[src/design/lprt_pkg.sv]
// Package for the longest-prefix route table.
// Table sizing constants and the controller/datapath command and status structs.
// No dependencies.
package lprt_pkg;

  localparam int TABLE_DEPTH = 16;
  localparam int IDX_W = (TABLE_DEPTH > 1) ? $clog2(TABLE_DEPTH) : 1;
  localparam int CNT_W = $clog2(TABLE_DEPTH + 1);

  localparam logic CMD_INSERT = 1'b0;
  localparam logic CMD_LOOKUP = 1'b1;

  typedef struct packed {
    logic load;     // capture the item fields, clear scan state
    logic write;    // append the captured route if room
    logic read_en;  // read entry at scan index, advance index
  } lprt_cmd_t;

  typedef struct packed {
    logic full;       // entry count equals table depth
    logic empty;      // no stored routes
    logic last_read;  // scan index is on the last stored route
  } lprt_stat_t;

endpackage

[src/design/lprt_ctrl.sv]
// Controller state machine for the longest-prefix route table.
// Depends on lprt_pkg for the command and status structs.
module lprt_ctrl
  import lprt_pkg::*;
(
  input  logic       clk,
  input  logic       rst,
  input  logic       start,
  input  logic       command,
  input  lprt_stat_t stat,
  output lprt_cmd_t  cmd,
  output logic       busy,
  output logic       done
);

  typedef enum logic [2:0] {
    ST_IDLE,
    ST_INSERT,
    ST_SCAN,
    ST_DRAIN,
    ST_FINISH
  } state_t;

  state_t state, state_next;

  always_comb begin
    state_next  = state;
    cmd         = '0;
    case (state)
      ST_IDLE: begin
        if (start) begin
          cmd.load = 1'b1;
          if (command == CMD_INSERT) begin
            state_next = ST_INSERT;
          end else if (stat.empty) begin
            state_next = ST_FINISH;
          end else begin
            state_next = ST_SCAN;
          end
        end
      end
      ST_INSERT: begin
        cmd.write  = 1'b1;
        state_next = ST_FINISH;
      end
      ST_SCAN: begin
        cmd.read_en = 1'b1;
        if (stat.last_read) begin
          state_next = ST_DRAIN;
        end
      end
      ST_DRAIN: begin
        state_next = ST_FINISH;
      end
      ST_FINISH: begin
        state_next = ST_IDLE;
      end
      default: begin
        state_next = ST_IDLE;
      end
    endcase
  end

  always_ff @(posedge clk) begin
    if (rst) begin
      state <= ST_IDLE;
    end else begin
      state <= state_next;
    end
  end

  assign busy = (state != ST_IDLE);
  assign done = (state == ST_FINISH);

endmodule

[src/design/lprt_datapath.sv]
// Datapath for the longest-prefix route table: route memory, scan index,
// match compare and best-route registers. Depends on lprt_pkg.
module lprt_datapath
  import lprt_pkg::*;
(
  input  logic        clk,
  input  logic        rst,
  input  lprt_cmd_t   cmd,
  input  logic [31:0] dest_addr,
  input  logic [31:0] gateway_addr,
  input  logic [31:0] prefix_mask,
  input  logic [31:0] dest_clear_mask,
  output lprt_stat_t  stat,
  output logic [31:0] next_hop,
  output logic        status
);

  logic [31:0] mem_dest [TABLE_DEPTH];
  logic [31:0] mem_gw   [TABLE_DEPTH];
  logic [31:0] mem_mask [TABLE_DEPTH];

  logic [CNT_W-1:0] entry_count;
  logic [IDX_W-1:0] scan_idx;

  logic [31:0] key;
  logic [31:0] ins_dest;
  logic [31:0] ins_gw;
  logic [31:0] ins_mask;

  logic [31:0] rd_dest;
  logic [31:0] rd_gw;
  logic [31:0] rd_mask;
  logic        rd_valid;

  logic        found;
  logic [31:0] best_mask;
  logic [31:0] best_gw;
  logic        drop;

  logic        hit;
  logic        better;

  assign stat.full      = (entry_count == CNT_W'(TABLE_DEPTH));
  assign stat.empty     = (entry_count == '0);
  assign stat.last_read = ((CNT_W'(scan_idx) + CNT_W'(1)) == entry_count);

  // memory: one write port, one registered read port
  always_ff @(posedge clk) begin
    if (cmd.write && !stat.full) begin
      mem_dest[entry_count[IDX_W-1:0]] <= ins_dest;
      mem_gw[entry_count[IDX_W-1:0]]   <= ins_gw;
      mem_mask[entry_count[IDX_W-1:0]] <= ins_mask;
    end
    if (cmd.read_en) begin
      rd_dest <= mem_dest[scan_idx];
      rd_gw   <= mem_gw[scan_idx];
      rd_mask <= mem_mask[scan_idx];
    end
  end

  assign hit    = (((rd_dest ^ key) & rd_mask) == 32'd0);
  assign better = !found || (rd_mask > best_mask);

  always_ff @(posedge clk) begin
    if (cmd.load) begin
      key      <= dest_addr;
      ins_dest <= dest_addr & dest_clear_mask;
      ins_gw   <= gateway_addr;
      ins_mask <= prefix_mask;
    end
    if (rd_valid && hit && better) begin
      best_mask <= rd_mask;
      best_gw   <= rd_gw;
    end
  end

  always_ff @(posedge clk) begin
    if (rst) begin
      entry_count <= '0;
      scan_idx    <= '0;
      rd_valid    <= 1'b0;
      found       <= 1'b0;
      drop        <= 1'b0;
    end else begin
      rd_valid <= cmd.read_en;
      if (cmd.load) begin
        scan_idx <= '0;
        found    <= 1'b0;
        drop     <= 1'b0;
      end else begin
        if (cmd.read_en) begin
          scan_idx <= scan_idx + IDX_W'(1);
        end
        if (rd_valid && hit) begin
          found <= 1'b1;
        end
      end
      if (cmd.write) begin
        if (stat.full) begin
          drop <= 1'b1;
        end else begin
          entry_count <= entry_count + CNT_W'(1);
        end
      end
    end
  end

  assign next_hop = found ? best_gw : 32'd0;
  assign status   = drop;

endmodule

[src/design/longest_prefix_route_table.sv]
// Top level of the IPv4 longest-prefix route table.
// Instantiates lprt_ctrl and lprt_datapath; depends on lprt_pkg.

// An item is taken when start is high and busy is low; exactly one result
// follows, shown for one cycle with done high, and the receiver cannot stall
// it, so capture next_hop and status on that cycle. An insert passes through
// the insert state before the done cycle. A lookup walks the stored
// routes through the table memory's single read port, one entry per cycle,
// then a drain state, before done; on an empty table it goes straight to done.
// busy drops the cycle after done.
// The table starts empty after reset; no clearing pass is needed.
module longest_prefix_route_table
  import lprt_pkg::*;
(
  input  logic        clk,
  input  logic        rst,
  input  logic        start,
  output logic        busy,
  input  logic        command,
  input  logic [31:0] dest_addr,
  input  logic [31:0] gateway_addr,
  input  logic [31:0] prefix_mask,
  input  logic [31:0] dest_clear_mask,
  output logic        done,
  output logic [31:0] next_hop,
  output logic        status
);

  lprt_cmd_t  cmd;
  lprt_stat_t stat;

  // sequencing: idle, insert, scan, drain, finish
  lprt_ctrl u_ctrl (
    .clk     (clk),
    .rst     (rst),
    .start   (start),
    .command (command),
    .stat    (stat),
    .cmd     (cmd),
    .busy    (busy),
    .done    (done)
  );

  // route storage and best-match tracking
  lprt_datapath u_dp (
    .clk             (clk),
    .rst             (rst),
    .cmd             (cmd),
    .dest_addr       (dest_addr),
    .gateway_addr    (gateway_addr),
    .prefix_mask     (prefix_mask),
    .dest_clear_mask (dest_clear_mask),
    .stat            (stat),
    .next_hop        (next_hop),
    .status          (status)
  );

  // a result only appears while an item is in flight
  a_done_busy: assert property (@(posedge clk) disable iff (rst) done |-> busy)
    else $error("done without busy");

  // an accepted item makes the block busy
  a_accept_busy: assert property (@(posedge clk) disable iff (rst)
    (start && !busy) |=> busy)
    else $error("accepted item did not raise busy");

  // the block frees up right after delivering its result
  a_done_free: assert property (@(posedge clk) disable iff (rst) done |=> !busy)
    else $error("busy held after done");

  // a dropped insert never carries a next hop
  a_drop_zero: assert property (@(posedge clk) disable iff (rst)
    (done && status) |-> (next_hop == 32'd0))
    else $error("dropped insert with nonzero next hop");

endmodule

[config.mk]
export PLATFORM = sky130hd
export DESIGN_NAME = longest_prefix_route_table
export DESIGN_NICKNAME = d
export VERILOG_FILES = /design/src/design/lprt_pkg.sv /design/src/design/lprt_ctrl.sv /design/src/design/lprt_datapath.sv /design/src/design/longest_prefix_route_table.sv
export SDC_FILE = /design/constraint.sdc
export NUM_CORES = 2
export LEC_CHECK = 0
export BUFFER_PORTS_ARGS = -buffer_cell sky130_fd_sc_hd__buf_2
export CAP_MARGIN = 20
export CORE_MARGIN = 1
export CORE_UTILIZATION = 40
export DETAILED_ROUTE_END_ITERATION = 10
export PLACE_DENSITY = 0.57
export SETUP_SLACK_MARGIN = 0.05
export SYNTH_ARGS = -nofsm -noshare
export SYNTH_HDL_FRONTEND = slang
export SYNTH_HIERARCHICAL = 1
export SYNTH_SLANG_ARGS = --single-unit
[constraint.sdc]
create_clock -name clk -period 27.5 [get_ports clk]
set_input_delay 1.375 -clock clk [delete_from_list [all_inputs] [get_ports clk]]
set_output_delay 1.375 -clock clk [all_outputs]
set_load 0.02 [all_outputs]
==> out/qor.yml <==
setup_path:
  critical-path-top-delay-family: "buffers and inverters"
  cp_max_fo: 126
  critPathMostFrequentCell: "mux4_2"
  cp.required_ns: 28.04
  cp_slowest_cell: "dfxtp_4"
  ff2ff_setup_slack_ns: 23.34
  worstSetupEndpointType: "flop"
  worst-r2r-cell-count: 4
  crit_buf_inv: 2
  r2r-start: "u_dp/scan_idx[0]$_SDFFE_PP0P_"
  critPathArrivalTime_ns: 4.70
  cp-start-kind: "flop"
  path_cells: "buf_4 > buf_12 > mux4_2 > mux4_2"
  crit_type: "reg2reg"
  max_stage_delay_ns: 0.98
  r2r_end: "u_dp/rd_gw[0]$_DFFE_PP_"
drt:
  dr.pass1.iters: 5
  wl_per_cell_um: 29.3
  drt_first_iter_violations: 2861
  num_vias: 30300
  drt-total-wl_mm: 162
  ant_nets: 0
  viasPerCell: 5.48
  drc: 0
power_and_ir_drop:
  power_density_nw_per_um2: 72.1
  irDropWorstVdd_v: 0.0000687
  swShare_pct: 20.1
  p_leak_nw: 24.0
  power.share.sequential_pct: 56.0
  clockPowerShare_pct: 42.8
  p_switching_mw: 1.13
  p_int_mw: 4.52
  finalPower_mw: 5.66
  power_frac_comb_pct: 1.3
min_path:
  holdPathEnd: "u_dp/best_gw[31]$_DFFE_PP_"
  hp-class: "reg2reg"
  hold_path_depth: 0
  hold_start: "u_dp/rd_gw[31]$_DFFE_PP_"
placed_design:
  gp_congestion: 0.767
  dp_hpwl_mm: 80.0
  place_worst_setup_slack_ns: 23.08
  io_buffers: 166
timing:
  finalSetupViolCount: 0
  max_freq_mhz: 241
  period_needed_ns: 4.16
  final.period_utilization_pct: 15.1
  clock_skew_ns: 0.0380
  worst_pin_slew_ns: 1.24
  final_hold_viol_count: 0
  setup_tns_ns: 0
  rsz0062_at_grt: "false"
  relSlewSlack_pct: 17.3
  timing_max_transition_violations_final: 0
  fin_ws_ns: 23.34
grt:
  use_met1_pct: 24.3
  grt_use_met3_pct: 3.25
  grt_max_degree: 169
  grt_pass1_vias: 32500
  grt_first_pass_wirelength_mm: 232
  grt_overflow: 0
  busiest_layer: "met2"
  antenna_found_initial: 12
  met2_usage_pct: 32.6
  gr-usage-all-layers_pct: 18.8
logic_synthesis:
  synth_top_area_share_pct: 79.5
  synthesis.nets: 2951
  synth_top_area_cell: "edfxtp_1"
  synth-edff-count: 1824
  syn-instance-count: 2782
  async_reset_ff_share_pct: 0
  ys_seq_area_share_pct: 79.9
  avgSynthCellArea_sq_um: 24.8
  ys_seq_elements: 1839
  synth_area_sq_um: 68900
  synthTopCellsByCount: "edfxtp_1, mux4_2, and2_1"
  synth_top_flop_cell: "edfxtp_1"
  synth.yosys.warnings: 6
  yosysMostFrequentCell: "edfxtp_1"
  synth.distinct_cells: 48
  synth_area_leaders: "edfxtp_1, mux4_2, ha_1"
cts:
  cts_buffers: 185
  cts_hold_buf: 0
  path_clk_slew_ns: 0.06
  cts_resized: 0
  cts_tree: "built"
  htreeDepth: 4
  clk_latency_ns: 0.82
  cts_setup_buffers: 0
  cts.sinks: 1839
  cts_root_buffer: "clkbuf_16"
  clock_path_buffers: 3
floorplanning:
  io_pins: 167
  dieArea_sq_um: 174000
  rows: 151
  die_w_um: 417
  core_area_sq_um: 170000
  die_h_um: 417
  start_util_pct: 40.5
job:
  drv_cap: 0
finish:
  drive_above_1_share_pct: 30.2
  layout.nets: 3244
  area_growth_pct: 13.8
outcome:
  status: "completed"
[stage by stage]
| stage | cells | utilization (%) | area (sq um) | hold slack (ns) |
|---|---|---|---|---|
| detailed placement | 5182 | 42.7 | 72600 | 0.405 |
| floorplan | 2782 | - | 68900 | 0.400 |
| finish | 5526 | 46.1 | 78500 | 0.399 |
| CTS | 5523 | 46.1 | 78400 | 0.403 |
| global placement | 5182 | 42.7 | 72600 | 0.407 |
| global route | 5526 | 46.1 | 78500 | 0.418 |
[cell usage in the layout (no fill, tap or decap), drive strengths merged, types with 2 or more instances in the layout]
cell type and count:
a2111oi 3, a211oi 2, a21o 4, a21oi 11, a22oi 19, and2 68, and4 3, buf 221
bufinv 12, clkbuf 239, clkinv 74, clkinvlp 7, dfxtp 15, diode 2, edfxtp 1824, ha 37
inv 47, mux2i 2, mux4 480, nand2 27, nand2b 5, nand3 12, nand4 13, nor2 22
nor2b 5, nor3 7, nor4 4, nor4b 3, o211ai 2, o21ai 3, or3 3, xnor2 6
xor2 37
[registers in the layout (all words and copies together), names as in the netlist, 3 cells and up]
| name | flops |
|---|---|
| u_dp/ins_dest | 32 |
| u_dp/rd_dest | 32 |
| u_dp/ins_gw | 32 |
| u_dp/rd_gw | 32 |
| u_dp/rd_mask | 32 |
| u_dp/mem_dest | 512 |
| u_dp/best_mask | 32 |
| u_dp/ins_mask | 32 |
| u_dp/mem_gw | 512 |
| u_dp/mem_mask | 512 |
| u_dp/best_gw | 32 |
| u_dp/entry_count | 5 |
| u_ctrl/state | 3 |
| u_dp/scan_idx | 4 |
| u_dp/key | 32 |
[how the worst max path moves through the flow]
stage                             startpoint                    endpoint  slack [ns]  cells after the start
3_5_place_dp   u_dp/scan_idx[0]$_SDFFE_PP0P_  u_dp/rd_dest[12]$_DFFE_PP_       23.08                      4
2_1_floorplan     u_dp/rd_mask[14]$_DFFE_PP_   u_dp/best_gw[0]$_DFFE_PP_       15.40                      6
5_1_grt        u_dp/scan_idx[0]$_SDFFE_PP0P_     u_dp/rd_gw[4]$_DFFE_PP_       22.93                      4
3_3_place_gp   u_dp/scan_idx[0]$_SDFFE_PP0P_   u_dp/rd_dest[8]$_DFFE_PP_       23.17                      4
4_1_cts        u_dp/scan_idx[0]$_SDFFE_PP0P_  u_dp/rd_dest[12]$_DFFE_PP_       23.10                      4
6_report       u_dp/scan_idx[0]$_SDFFE_PP0P_     u_dp/rd_gw[0]$_DFFE_PP_       23.34                      4
[routing by layer]
| layer | wire length, um | up-vias |
|---|---|---|
| met5 | 8 | - |
| met1 | 65000 | 16700 |
| met2 | 84300 | 880 |
| met4 | 4210 | 2 |
| li1 | - | 12500 |
| met3 | 8190 | 252 |
[worst reg2reg max path: stages (launching register included)]
cell and delay [ns]:
dfxtp_4 0.98, buf_4 0.80, buf_12 0.91, mux4_2 0.74
mux4_2 0.48
[cells by family after synthesis]
kind of cell | synth area share (%)
AOI/OAI and AO/OA | 0.525
xor gates and xnor gates | 0.546
adders and majority gates | 0.672
buffers and inverters | 1.22
DFF | 79.9
muxes | 15.7
and+or+nand+nor | 1.44
[power groups by stage]
stage	clock [mW]	combinational [mW]	sequential (mW)
after detailed placement	0	0.0736	3.23
after global placement	0	0.0726	3.22
after global routing	2.58	0.0764	3.17
after CTS	2.47	0.0740	3.17
final	2.42	0.0714	3.17
after floorplan	0	0.0365	3.21
[area by class of cell]
cell class / instances / area [sq um]
fillers: 13800 / 91700
flip-flops and latches: 1839 / 55100
multi-input cells: 790 / 13200
clock buffers: 239 / 4910
well taps: 2295 / 2870
repair buffers: 221 / 1400
clock inverters: 102 / 908
inverters: 38 / 143
diodes: 2 / 5.00
Note: power is estimated with default switching activity, not from simulation.
